===== src/rtl/union_find_terminal_join_assert.svh =====
// Assertion macros for the union-find joining engine
// Expects signals named clk and rst_n in the scope of each use
`ifndef UNION_FIND_TERMINAL_JOIN_ASSERT_SVH
`define UNION_FIND_TERMINAL_JOIN_ASSERT_SVH

// same-cycle implication, disabled while reset is held
`define UFTJ_ASSERT_IMP(lbl, ante, cons, msg) \
  lbl: assert property (@(posedge clk) disable iff (!rst_n) (ante) |-> (cons)) \
    else $error(msg);

// next-cycle implication, disabled while reset is held
`define UFTJ_ASSERT_NXT(lbl, ante, cons, msg) \
  lbl: assert property (@(posedge clk) disable iff (!rst_n) (ante) |=> (cons)) \
    else $error(msg);

`endif


===== src/rtl/uftj_pkg.sv =====
// Shared types and constants for the union-find joining engine
// No dependencies
`timescale 1ns / 1ps

package uftj_pkg;

  localparam int NODE_W    = 10;
  localparam int CNT_W     = 11;
  localparam int WEIGHT_W  = 32;
  localparam int WORD_W    = NODE_W + CNT_W;
  localparam int NODES_DEF = 1024;

  // item kinds
  localparam logic FUNC_MARK = 1'b0;
  localparam logic FUNC_EDGE = 1'b1;

  // result word handed from the sequencer to the output register
  typedef struct packed {
    logic                merged;
    logic                all_joined;
    logic [WEIGHT_W-1:0] answer;
  } res_t;

endpackage


===== src/rtl/uftj_in_if.sv =====
// Input channel: valid/ready handshake carrying one mark or edge word
// Depends on uftj_pkg
`timescale 1ns / 1ps

interface uftj_in_if;
  import uftj_pkg::*;

  logic                valid;
  logic                ready;
  logic                func;
  logic [NODE_W-1:0]   node_a;
  logic [NODE_W-1:0]   node_b;
  logic [WEIGHT_W-1:0] weight;

  modport source (output valid, output func, output node_a, output node_b,
                  output weight, input ready);
  modport sink   (input valid, input func, input node_a, input node_b,
                  input weight, output ready);
endinterface


===== src/rtl/uftj_seq.sv =====
// Sequencer: clearing pass, root finds with path compression, linking
// Depends on uftj_pkg, uftj_in_if and the assertion macro header
`timescale 1ns / 1ps
`include "union_find_terminal_join_assert.svh"

module uftj_seq #(
  parameter int NODES = uftj_pkg::NODES_DEF
) (
  input  logic                        clk,
  input  logic                        rst_n,
  uftj_in_if.sink                     in_chan,
  input  logic [uftj_pkg::CNT_W-1:0]  special_total,
  output logic                        res_valid,
  input  logic                        res_ready,
  output uftj_pkg::res_t              res,
  output logic                        mem_we,
  output logic [$clog2(NODES)-1:0]    mem_waddr,
  output logic [uftj_pkg::WORD_W-1:0] mem_wdata,
  output logic                        mem_re,
  output logic [$clog2(NODES)-1:0]    mem_raddr,
  input  logic [uftj_pkg::WORD_W-1:0] mem_rdata
);
  import uftj_pkg::*;

  localparam int AW = $clog2(NODES);
  localparam logic [AW-1:0] LAST_ADDR = AW'(NODES - 1);

  typedef enum logic [8:0] {
    S_CLEAR = 9'b000000001,
    S_IDLE  = 9'b000000010,
    S_MARK  = 9'b000000100,
    S_FIND  = 9'b000001000,
    S_COMP  = 9'b000010000,
    S_NEXT  = 9'b000100000,
    S_LINKA = 9'b001000000,
    S_LINKB = 9'b010000000,
    S_EMIT  = 9'b100000000
  } state_t;

  state_t              state_r, state_nxt;
  logic [AW-1:0]       clr_r, clr_nxt;
  logic [NODE_W-1:0]   a_r, a_nxt;
  logic [NODE_W-1:0]   b_r, b_nxt;
  logic [WEIGHT_W-1:0] w_r, w_nxt;
  logic                phase_r, phase_nxt;
  logic [NODE_W-1:0]   start_r, start_nxt;
  logic [NODE_W-1:0]   cur_r, cur_nxt;
  logic [NODE_W-1:0]   root_r, root_nxt;
  logic [CNT_W-1:0]    cnt_r, cnt_nxt;
  logic [NODE_W-1:0]   ra_r, ra_nxt;
  logic [CNT_W-1:0]    cnta_r, cnta_nxt;
  logic                merged_r, merged_nxt;
  logic                done_r, done_nxt;
  logic [WEIGHT_W-1:0] answer_r, answer_nxt;

  logic [NODE_W-1:0]   rd_par;
  logic [CNT_W-1:0]    rd_cnt;
  logic [CNT_W-1:0]    sum;

  function automatic logic [AW-1:0] to_addr(input logic [NODE_W-1:0] id);
    return AW'(id);
  endfunction

  function automatic logic in_range(input logic [NODE_W-1:0] id);
    return (int'(id) < NODES);
  endfunction

  assign rd_par = mem_rdata[WORD_W-1:CNT_W];
  assign rd_cnt = mem_rdata[CNT_W-1:0];
  assign sum    = CNT_W'(cnta_r + cnt_r);

  // result word
  assign res_valid = (state_r == S_EMIT);
  assign res       = '{merged: merged_r, all_joined: done_r, answer: answer_r};

  // next-state and memory access logic
  always_comb begin
    state_nxt     = state_r;
    clr_nxt       = clr_r;
    a_nxt         = a_r;
    b_nxt         = b_r;
    w_nxt         = w_r;
    phase_nxt     = phase_r;
    start_nxt     = start_r;
    cur_nxt       = cur_r;
    root_nxt      = root_r;
    cnt_nxt       = cnt_r;
    ra_nxt        = ra_r;
    cnta_nxt      = cnta_r;
    merged_nxt    = merged_r;
    done_nxt      = done_r;
    answer_nxt    = answer_r;
    mem_we        = 1'b0;
    mem_waddr     = '0;
    mem_wdata     = '0;
    mem_re        = 1'b0;
    mem_raddr     = '0;
    in_chan.ready = (state_r == S_IDLE);

    unique case (state_r)
      // every entry becomes its own root with no special vertices
      S_CLEAR: begin
        mem_we    = 1'b1;
        mem_waddr = clr_r;
        mem_wdata = {NODE_W'(clr_r), CNT_W'(0)};
        if (clr_r == LAST_ADDR) begin
          state_nxt = S_IDLE;
        end else begin
          clr_nxt = clr_r + 1'b1;
        end
      end

      // take a word; start the first read unless it goes straight to the result
      S_IDLE: begin
        if (in_chan.valid) begin
          a_nxt      = in_chan.node_a;
          b_nxt      = in_chan.node_b;
          w_nxt      = in_chan.weight;
          merged_nxt = 1'b0;
          phase_nxt  = 1'b0;
          start_nxt  = in_chan.node_a;
          cur_nxt    = in_chan.node_a;
          if (in_chan.func == FUNC_MARK) begin
            if (in_range(in_chan.node_a)) begin
              mem_re    = 1'b1;
              mem_raddr = to_addr(in_chan.node_a);
              state_nxt = S_MARK;
            end else begin
              state_nxt = S_EMIT;
            end
          end else if (!done_r && in_range(in_chan.node_a) &&
                       in_range(in_chan.node_b)) begin
            mem_re    = 1'b1;
            mem_raddr = to_addr(in_chan.node_a);
            state_nxt = S_FIND;
          end else begin
            state_nxt = S_EMIT;
          end
        end
      end

      // mark only an untouched root
      S_MARK: begin
        if (rd_par == a_r && rd_cnt == '0) begin
          mem_we    = 1'b1;
          mem_waddr = to_addr(a_r);
          mem_wdata = {a_r, CNT_W'(1)};
        end
        state_nxt = S_EMIT;
      end

      // walk the parent chain up to the root
      S_FIND: begin
        if (rd_par == cur_r) begin
          root_nxt = cur_r;
          cnt_nxt  = rd_cnt;
          if (start_r == cur_r) begin
            state_nxt = S_NEXT;
          end else begin
            mem_re    = 1'b1;
            mem_raddr = to_addr(start_r);
            cur_nxt   = start_r;
            state_nxt = S_COMP;
          end
        end else begin
          mem_re    = 1'b1;
          mem_raddr = to_addr(rd_par);
          cur_nxt   = rd_par;
        end
      end

      // second walk: point each node on the path at the root
      S_COMP: begin
        mem_we    = 1'b1;
        mem_waddr = to_addr(cur_r);
        mem_wdata = {root_r, rd_cnt};
        if (rd_par == root_r) begin
          state_nxt = S_NEXT;
        end else begin
          mem_re    = 1'b1;
          mem_raddr = to_addr(rd_par);
          cur_nxt   = rd_par;
        end
      end

      // gap after compression writes; start second find or decide link
      S_NEXT: begin
        if (!phase_r) begin
          ra_nxt    = root_r;
          cnta_nxt  = cnt_r;
          phase_nxt = 1'b1;
          start_nxt = b_r;
          cur_nxt   = b_r;
          mem_re    = 1'b1;
          mem_raddr = to_addr(b_r);
          state_nxt = S_FIND;
        end else if (ra_r != root_r) begin
          state_nxt = S_LINKA;
        end else begin
          state_nxt = S_EMIT;
        end
      end

      // first root goes under the second, its count cleared
      S_LINKA: begin
        mem_we    = 1'b1;
        mem_waddr = to_addr(ra_r);
        mem_wdata = {root_r, CNT_W'(0)};
        state_nxt = S_LINKB;
      end

      // second root takes the sum; latch the answer when complete
      S_LINKB: begin
        mem_we     = 1'b1;
        mem_waddr  = to_addr(root_r);
        mem_wdata  = {root_r, sum};
        merged_nxt = 1'b1;
        if (sum == special_total) begin
          done_nxt   = 1'b1;
          answer_nxt = w_r;
        end
        state_nxt = S_EMIT;
      end

      // hand the result word over
      S_EMIT: begin
        if (res_ready) begin
          state_nxt = S_IDLE;
        end
      end

      default: begin
        state_nxt = S_CLEAR;
      end
    endcase
  end

  // control registers
  always_ff @(posedge clk) begin
    if (!rst_n) begin
      state_r  <= S_CLEAR;
      clr_r    <= '0;
      phase_r  <= 1'b0;
      merged_r <= 1'b0;
      done_r   <= 1'b0;
      answer_r <= '0;
    end else begin
      state_r  <= state_nxt;
      clr_r    <= clr_nxt;
      phase_r  <= phase_nxt;
      merged_r <= merged_nxt;
      done_r   <= done_nxt;
      answer_r <= answer_nxt;
    end
  end

  // item and walk registers
  always_ff @(posedge clk) begin
    a_r     <= a_nxt;
    b_r     <= b_nxt;
    w_r     <= w_nxt;
    start_r <= start_nxt;
    cur_r   <= cur_nxt;
    root_r  <= root_nxt;
    cnt_r   <= cnt_nxt;
    ra_r    <= ra_nxt;
    cnta_r  <= cnta_nxt;
  end

  // checks
  `UFTJ_ASSERT_IMP(a_no_rw_clash, mem_we && mem_re, mem_waddr != mem_raddr, "read and write to one entry in one cycle")
  `UFTJ_ASSERT_NXT(a_done_sticky, done_r, done_r, "joined flag dropped after latching")
  `UFTJ_ASSERT_IMP(a_link_distinct, state_r == S_LINKA, ra_r != root_r, "linking a root to itself")
  `UFTJ_ASSERT_IMP(a_raddr_range, mem_re, int'(mem_raddr) < NODES, "read beyond the node count")

endmodule


===== src/flat_wrapper.sv =====
// flat-port wrapper written by rule: the top's interface ports become plain ports
module uftj_seq_flat import uftj_pkg::*;
#(
  parameter int NODES = uftj_pkg::NODES_DEF
)
  (clk, rst_n, special_total, res_valid, res_ready, res, mem_we, mem_waddr, mem_wdata, mem_re, mem_raddr, mem_rdata, in_chan_valid, in_chan_func, in_chan_node_a, in_chan_node_b, in_chan_weight, in_chan_ready);
  uftj_in_if in_chan_i ();
  input  logic clk;
  input  logic rst_n;
  input  logic [uftj_pkg::CNT_W-1:0] special_total;
  output logic res_valid;
  input  logic res_ready;
  output uftj_pkg::res_t res;
  output logic mem_we;
  output logic [$clog2(NODES)-1:0] mem_waddr;
  output logic [uftj_pkg::WORD_W-1:0] mem_wdata;
  output logic mem_re;
  output logic [$clog2(NODES)-1:0] mem_raddr;
  input  logic [uftj_pkg::WORD_W-1:0] mem_rdata;
  input wire logic [$bits(in_chan_i.valid)-1:0] in_chan_valid;
  input wire logic [$bits(in_chan_i.func)-1:0] in_chan_func;
  input wire logic [$bits(in_chan_i.node_a)-1:0] in_chan_node_a;
  input wire logic [$bits(in_chan_i.node_b)-1:0] in_chan_node_b;
  input wire logic [$bits(in_chan_i.weight)-1:0] in_chan_weight;
  output wire logic [$bits(in_chan_i.ready)-1:0] in_chan_ready;
  assign in_chan_i.valid = in_chan_valid;
  assign in_chan_i.func = in_chan_func;
  assign in_chan_i.node_a = in_chan_node_a;
  assign in_chan_i.node_b = in_chan_node_b;
  assign in_chan_i.weight = in_chan_weight;
  assign in_chan_ready = in_chan_i.ready;
  uftj_seq #(.NODES(NODES)) u_core (.clk(clk), .rst_n(rst_n), .in_chan(in_chan_i), .special_total(special_total), .res_valid(res_valid), .res_ready(res_ready), .res(res), .mem_we(mem_we), .mem_waddr(mem_waddr), .mem_wdata(mem_wdata), .mem_re(mem_re), .mem_raddr(mem_raddr), .mem_rdata(mem_rdata));
endmodule

===== config.mk =====
export PLATFORM = sky130hd
export DESIGN_NAME = uftj_seq_flat
export DESIGN_NICKNAME = d
export VERILOG_FILES = /design/src/rtl/uftj_pkg.sv /design/src/rtl/uftj_in_if.sv /design/src/rtl/uftj_seq.sv /design/src/flat_wrapper.sv
export VERILOG_INCLUDE_DIRS = /design/src /design/src/rtl
export SDC_FILE = /design/constraint.sdc
export NUM_CORES = 1
export LEC_CHECK = 0
export CORE_MARGIN = 10
export CORE_UTILIZATION = 41
export CTS_CLUSTER_DIAMETER = 40
export DETAILED_ROUTE_END_ITERATION = 10
export DONT_BUFFER_PORTS = 1
export MAX_ROUTING_LAYER = met4
export PLACE_DENSITY = 0.57
export SYNTH_ARGS = -nofsm -noshare
export SYNTH_HDL_FRONTEND = slang
export SYNTH_SLANG_ARGS = --single-unit

===== constraint.sdc =====
create_clock -name clk -period 6.05 [get_ports clk]
set_clock_uncertainty 0.15 [all_clocks]
set_input_delay 1.21 -clock clk [delete_from_list [all_inputs] [get_ports clk]]
set_output_delay 1.21 -clock clk [all_outputs]
set_load 0.02 [all_outputs]

-- After elaboration in Yosys (flattened, before gate mapping)
Cells that the tools add are included.
W data, S select, Z words.
- $add $sub $neg: 2
- multiplexer cells: 43
- bitwise operators: 2
- reduce and logical (&&, ||, !) cells: 17
- equal/unequal tests: 24
- operators with widths (cell ; count):
    $mux W10 ; 13
    $pmux W21 S5 ; 1
    $mux W9 ; 9
    $pmux W10 S4 ; 2
    $pmux W9 S8 ; 1
    $pmux W10 S5 ; 1
    $eq A10 B10 Y1 ; 4
    $mux W21 ; 1
    $pmux W10 S2 ; 1
    $reduce_and A2 Y1 ; 7
    $add A11 B11 Y11 ; 1
    $eq A11 B11 Y1 ; 1
    $logic_not A11 Y1 ; 1
    $add A10 B1 Y10 const B ; 1
    $eq A10 B10 Y1 const B ; 1
    $ne A10 B10 Y1 ; 1
    $reduce_and A5 Y1 ; 2
    $eq A9 B1 Y1 const B ; 1
    $eq A9 B2 Y1 const B ; 1
    $eq A9 B3 Y1 const B ; 1
    $eq A9 B4 Y1 const B ; 1
    $eq A9 B5 Y1 const B ; 1
    $eq A9 B6 Y1 const B ; 1
    $eq A9 B7 Y1 const B ; 1
    16 further kinds ; 33
- register bits after elaboration: 168
- output and inout port bits: 79
- bits of input ports: 89

-- Depth between registers and ports, before layout
Gate-level depths: netlist (run 1).
- word-level depth: 4
- gate-level depth with buffers: 11

-- Worst setup path after synthesis (run 1)
Ideal clock, no wire load.
- path type: input -> output
- start: in mem_rdata[15] (netlist name)
- end: out mem_raddr[4]
- path buffers: 2
- data required time: 4.690 ns
- setup slack: 1.238 ns
- stages: 8
- arrival: 3.452 ns
- cell sequence: clkbuf_1 xnor2_1 nand4_1 nor4_1 and4bb_2 nor2b_1 clkbuf_1 a221o_1
- cells in the longest elaborated chain, start to end: 3
- elaborated cells on any way between the ends: 5
- RTL lines (item ; line ; text):
    start: declaration ; flat_wrapper.sv:19 ; input logic [uftj_pkg::WORD_W-1:0] mem_rdata;
    $eq A10 B10 Y1 (on tied branches) ; uftj_seq.sv:177, uftj_seq.sv:154 ;
    $mux W10 (on tied branches) ; uftj_seq.sv:177, uftj_seq.sv:154 ;
    $pmux W10 S4 (*) ; uftj_seq.sv:100 ; unique case (state_r)
    end: declaration ; flat_wrapper.sv:18 ; output logic [$clog2(NODES)-1:0] mem_raddr;
Every way passes the cells marked *; elsewhere a longest branch is shown, timed or not.

-- Final worst setup path (run 1)
- start: reg u_core.state_r[3]
- end: out mem_raddr[9]
- cells in the longest elaborated chain, start to end: 2
- elaborated cells on any way between the ends: 5
- RTL lines (item ; line ; text):
    start: declaration ; uftj_seq.sv:40 ; state_t state_r, state_nxt;
    start signal: assignment ; uftj_seq.sv:248 ; state_r <= state_nxt;
    $eq A9 B2 Y1 ; - ;
    net in_chan_ready ; flat_wrapper.sv:25 ; output wire logic [$bits(in_chan_i.ready)-1:0] in_chan_ready;
    $pmux W10 S4 ; uftj_seq.sv:100 ;
The timed path passes the listed nets, and every way through them passes these cells.

==> summary.md, run 1 <==
| Metric | Value |
|---|---|
| Status | complete, no violations |
| Crit path max-delay cell type | a21oi_1 |
| Slew of the pin with the lowest slew margin | 1.25 ns |
| Core area | 19,700 um2 |
| Count leader, synth | edfxtp_1 |
| Die width | 162 um |
| Worst endpoint required time | 4.69 ns |
| CTS Buffer Depth | 2 |
| Wire length per cell | 24.3 um |
| Gr usage total | 18.9% |
| Final Hold Fails | 0 |
| Clk_lat worst skew | 0.43 ns |
| Worst r2r dst | u_core.answer_r[27] |
| Netlist cell types | 62 |
| Combinational share of power | approximately 2.4% |
| CTS tree | yes |
| ANT nets after route | 0 |
| Fin crit period | 4.93 ns |
| Cells after DPL | about 990 |
| Hold depth | 0 |
| Root buf cell | clkbuf_16 |
| Crit share post-route | 81.4% |
| Reg2Reg Launch Point | u_core.cnt_r[0] |
| Sequential area share after synthesis | 54.3% |
| Cells after Synth | between 700 and 800 |
| Switching power | 0.547 mW |
| Worst r2r path cells | 9 |
| CTS HTree Levels | 4 |
| EDFF count, synth | 114 |
| Synthesized area per cell | 10.8 um2 |
| Critical path data arrival time | 3.57 ns |
| Crit path largest cell delay | 0.91 ns |
| Switching Share | between 20% and 30% |
| CP max FO | 11 |
| Post-route setup slack | 1.12 ns |
| Drt pass-1 iters | 8 |
| Yosys warning count | 0 |
| Max frequency | 203 MHz |
| CTS Buf Count | 17 |
| Reg2reg setup slack | ~2.1 ns |
| Mapped Area | 8300 um2 |
| Crit end category | primary output |
| Initial antenna violation count | 0 |
| Grt total ovfl | 0 |
| Average via count per standard cell | 6.07 |
| Die height | 162 um |
| Hold EP | u_core.cnta_r[6] |
| Max Cap Viol | 0 |
| Cell family with most CP delay | compound AO/OA/AOI/OAI gates |
| CP Buf/Inv Count | 0 |
| Fillcell total | between 1,500 and 2,000 |
| Hold path start | u_core.cnt_r[6] |
| IO Count | between 150 and 200 |
| Synth top area share | 41.2% |
| Vias in the first global route | 6,048 |
| Post-route setup TNS | 0 ns |
| Clock sinks | between 150 and 200 |
| RSZ-0062 raised after global routing | false |
| Ys flop type | edfxtp_1 |
| Top cells by count, synth | edfxtp_1 (114), nand2_1 (98), dfxtp_1 (54), a21oi_1 (49), nand4_1 (45) |
| Clock Pin Slew Worst Setup and Hold Paths | ~0.07 ns |
| Power density cells | 258 nW/um2 |
| Post-synthesis register bit count | 168 |
| VDD IR max | 0.000176 V |
| Post-CTS Setup Inserts | 0 |
| Synth area leaders | edfxtp_1 (41%), dfxtp_1 (13%), nand2_1 (4.4%), xnor2_1 (3.9%), xor2_1 (3.9%) |
| Area growth from synthesis to final layout | 9.42% |
| Starting Density | 42.1% |
| Initial DRC count | slightly above 600 |
| Row Count | 51 |
| Finished Core Util | 46.1% |
| Largest net degree at the start of global routing | 46 |
| Ordered cell list for the critical path | nor4_4, and4_1, nand2_1, a21oi_1, a22o_1, a221o_1 |
| DRC violations left | 0 |
| Final slew viol count | 0 |
| RePlAce Congestion | 0.889 |
| HPWL after DPL | between 15,000 and 20,000 um |
| Syn nets | slightly below 900 |
| Max_slew headroom | 16.6% |
| Clk pwr share | between 40% and 50% |
| Layout cells sized above 1 | 8.22% |
| First-pass GRT wire length | 37,300 um |
| Flop pwr share | 52.3% |
| Die area | 26,300 um2 |
| Post_cts resized | 0 |
| Critical path launch point type | register |
| Final net count | 842 |
| Final wirelength | 24,800 um |
| ANT cells | 0 |
| Largest area contributor in the netlist | edfxtp_1 |
| Placement Setup Slack | 1.45 ns |
| Hold Buf Count CTS | 0 |
| Port-buffer cells | 0 |
| Final Hold Slack | a little over 0.3 ns |
| Cell internal pwr | 1.79 mW |
| Total number of vias | 6,187 |
| Non-filler cells, final | 1,019 |
| FFs w/ async S/R, synth | 0% |
| Hold Path Class | register to register |
| Critical path class | register to primary output |
| Final setup viols | 0 |
| Leak | 3.21 nW |
logic make-up after synthesis:
kind of cell    share of synthesized area, %
mux                                     1.51
buf+inv                                 3.39
xor+xnor                                8.89
fa+ha+maj                               1.90
flops                                   54.3
simple gates                            16.0
compound gates                          14.0
worst max path at each step:
stage	startpoint	endpoint	depth (start not counted)
floorplan	mem_rdata[15]	mem_raddr[4]	8
global placement	mem_rdata[15]	mem_raddr[1]	9
detailed placement	mem_rdata[15]	mem_raddr[9]	9
CTS	u_core.state_r[3]	mem_raddr[9]	6
global route	u_core.state_r[3]	mem_raddr[5]	7
finish	u_core.state_r[3]	mem_raddr[9]	6
power groups by stage:
stage	combinational, mW	clock (mW)	sequential, mW
after global placement	0.0545	0	1.25
after floorplan	0.0526	0	1.25
after global routing	0.0626	1.13	1.22
after detailed placement	0.0560	0	1.25
final	0.0563	1.06	1.22
after CTS	0.0563	1.09	1.22
worst reg2reg max path: stages, from the launching register on:
cell	delay, ns
edfxtp_1	0.40
ha_1	0.23
fa_1	0.47
a21o_1	0.22
a221oi_4	0.43
o21a_1	0.25
xnor3_1	0.28
nor3_4	1.00
nand4_1	0.26
a21oi_1	0.20
sequential cells by signal, indices dropped and copies added (netlist names), 11 cells and up:
name and flops:
u_core.answer_r 32, u_core.cnt_r 11, u_core.cnta_r 11, u_core.w_r 32
cells in the final DEF (no fill, tap or decap), types with 12 or more instances in the layout:
master     count
edfxtp_1     114
a21o_1        12
nor2_1        29
o21ai_1       31
nand2_1       98
nand3_1       12
clkbuf_16     17
buf_4         13
dfxtp_1       54
o21ai_0       24
xnor2_1       37
xor2_1        37
a222oi_1      19
nand4_1       45
a21oi_1       49
a22oi_1       15
final cells by class:
class / count / area (um2) / area share (%)
flip-flops and latches: 168 / 4500 / 49.6
clock inverters: 15 / 160 / 1.76
inverters: 7 / 26.3 / 0.289
multi-input cells: 534 / 3540 / 38.9
well taps: 265 / 332 / 3.65
clock buffers: 17 / 425 / 4.68
repair buffers: 13 / 97.6 / 1.07
per-stage QoR:
step                power (mW)  instance area, um2
floorplan                 1.30                8300
global placement          1.30                8500
detailed placement        1.31                8500
CTS                       2.37                9080
global route              2.42                9080
finish                    2.34                9080
per-layer routing:
layer  up-vias  part of all wire, %  global-route usage, %
met3        21                   11                   6.37
met1      3059                   42                   24.3
li1       2830                    -                      -
met5         -                    0                      -
met2       277                   46                   27.8
met4         0                  1.4                   5.17
Note: power is estimated with default switching activity, not from simulation.
==> run 2, diff against run 1 <==
Clock period 6.05 ns to 4.8 ns, I/O delays scaled along.
==> run 2 against run 1 <==
- wire length is essentially flat
- critical path depth grew 1
- global-route usage shrank 0.26 points
- combinational power up 28%
- total power grew 28%
- die area did not move
- utilization up 0.29 points
- critical path type unchanged
- critical endpoint is now mem_raddr[7]
- largest power group unchanged
==> summary.md, run 2 (synthesized netlist as in run 1, its figures left out) <==
| Metric | Value |
|---|---|
| Status | complete, no violations |
| RePlAce Congestion | 0.907 (+1.9%) |
| Vias in the first global route | 5,928 (-2.0%) |
| First-pass GRT wire length | 36,700 um (-1.6%) |
| Max_slew headroom | 27.9% (+11 points) |
| Initial DRC count | 618 (-0.32%) |
| Average via count per standard cell | 6.11 (+0.61%) |
| Worst r2r path cells | 9 (unchanged) |
| Hold Buf Count CTS | 0 (unchanged) |
| ANT cells | 0 (unchanged) |
| Reg2reg setup slack | 1.16 ns (-0.94 ns) |
| Slew of the pin with the lowest slew margin | 1.08 ns (-0.167 ns) |
| Commonest non-fill, non-tap cell in the layout | edfxtp_1 |
| Largest regs | u_core.answer_r (32), u_core.w_r (32) |
| Root buf cell | clkbuf_16 |
| Post-route setup TNS | 0 ns (unchanged) |
| Clk_lat worst skew | 0.44 ns (about the same) |
| Initial antenna violation count | 0 (unchanged) |
| Placement Setup Slack | 0.672 ns (-0.774 ns) |
| IO Count | 168 (unchanged) |
| Row Count | 51 (unchanged) |
| Hold depth | 0 (unchanged) |
| Die height | 162 um (unchanged) |
| Max Cap Viol | 0 (unchanged) |
| Die width | 162 um (unchanged) |
| CTS HTree Levels | 4 (unchanged) |
| Clock Pin Slew Worst Setup and Hold Paths | 0.08 ns (about the same) |
| Post_cts resized | 0 (unchanged) |
| Fin crit period | about 4.4 ns |
| Final wirelength | 24,800 um (about the same) |
| DRC violations left | 0 (unchanged) |
| Crit end category | primary output |
| Final net count | 845 (+0.36%) |
| Starting Density | 42.1% (unchanged) |
| Post-CTS Setup Inserts | 0 (unchanged) |
| Hold EP | u_core.cnta_r[0] |
| Gr usage total | 18.6% (-0.26 points) |
| CP max FO | 12 (+1) |
| Worst r2r dst | u_core.answer_r[6] |
| RSZ-0062 raised after global routing | false |
| Fillcell total | 1,791 (-0.67%) |
| CTS Buf Count | 17 (unchanged) |
| Leading cell types in the layout, fill and taps excluded | edfxtp_1 (114), nand2_1 (98), dfxtp_1 (54) |
| Reg2Reg Launch Point | u_core.cnta_r[0] |
| Drt pass-1 iters | 6 (-2) |
| Core area | 19,700 um2 (unchanged) |
| Area growth from synthesis to final layout | 10.1% |
| Critical path class | register to primary output |
| CTS tree | yes |
| Grt total ovfl | 0 (unchanged) |
| Critical path data arrival time | 3.25 ns (-0.32 ns) |
| Leak | 3.24 nW (+0.90%) |
| Port-buffer cells | 0 (unchanged) |
| Worst endpoint required time | 3.69 ns (-1.00 ns) |
| HPWL after DPL | 18,200 um (-0.52%) |
| Largest net degree at the start of global routing | 46 (unchanged) |
| Clock sinks | 168 (unchanged) |
| Die area | 26,300 um2 (unchanged) |
| Max frequency | 229 MHz |
| Layout cells sized above 1 | 8.45% (+0.23 points) |
| Final setup viols | 0 (unchanged) |
| Hold path start | u_core.cnt_r[0] |
| Crit share post-route | 90.9% |
| VDD IR max | 0.000203 V (+15%) |
| Total number of vias | 6,243 (+0.91%) |
| CTS Buffer Depth | 2 (unchanged) |
| Post-route setup slack | 0.438 ns (-0.685 ns) |
| Wire length per cell | 24.2 um (-0.25%) |
| Critical path launch point type | register |
| Hold Path Class | register to register |
| Power density cells | 329 nW/um2 (+28%) |
| Final Hold Fails | 0 (unchanged) |
| ANT nets after route | 0 (unchanged) |
| Final slew viol count | 0 (unchanged) |
run 2: changes by cell type in the layout (fill, tap and decap cells not counted), sizes merged:
cell and change:
clkinvlp -1, buf +3, inv -3, clkinv +4
run 2: how the worst max path moves through the flow:
stage / slack [ns] / cells after the start / endpoint / from
floorplan: 0.49 / 8 / mem_raddr[4] / mem_rdata[15]
global placement: 0.75 / 7 / mem_raddr[4] / mem_rdata[15]
detailed placement: 0.67 / 7 / mem_raddr[9] / mem_rdata[17]
CTS: 0.50 / 7 / mem_raddr[7] / u_core.state_r[0]
global route: 0.21 / 7 / mem_raddr[2] / u_core.state_r[0]
finish: 0.44 / 7 / mem_raddr[7] / u_core.state_r[0]
run 2: metal layers:
layer	GRT usage, %	part of all wire, %	up-vias
li1	-	-	2835
met4	5.33	0.93	0
met1	23.6	42	3067
met2	27.8	47	319
met3	6.19	10	22
met5	-	0	-
run 2: area by class of cell:
class	count	area, um2	area share (%)
clock buffers	17	425	4.66
clock inverters	15	199	2.18
inverters	7	26.3	0.288
multi-input cells	534	3530	38.6
flip-flops and latches	168	4500	49.3
well taps	265	332	3.63
repair buffers	16	120	1.31
run 2: power breakdown:
part	total, mW	leakage (nW)	internal, mW	switching (mW)
clock network	1.39	0.300	0.711	0.680
registers	1.54	1.46	1.54	0.00341
logic	0.0723	1.48	0.0271	0.0452
run 2: critical path, cell delays in order, from the launching register on:
cell and delay, ns:
dfxtp_1 0.35, nor3_1 0.43, and2_0 0.35, nand4b_1 0.24
o21bai_1 0.90, nand2_1 0.24, nand2_1 0.11, a21o_1 0.20
run 2: stage by stage:
step / area (um2) / util (%) / hold WS [ns] / std cells / power [mW]
3_3_place_gp: 8510 / 43.2 / 0.291 / 990 / 1.64
2_1_floorplan: 8300 / - / 0.281 / 765 / 1.64
4_1_cts: 9140 / 46.3 / 0.305 / 1022 / 3.04
3_5_place_dp: 8510 / 43.2 / 0.295 / 990 / 1.65
6_report: 9140 / 46.3 / 0.303 / 1022 / 3.01
5_1_grt: 9140 / 46.3 / 0.312 / 1022 / 3.11
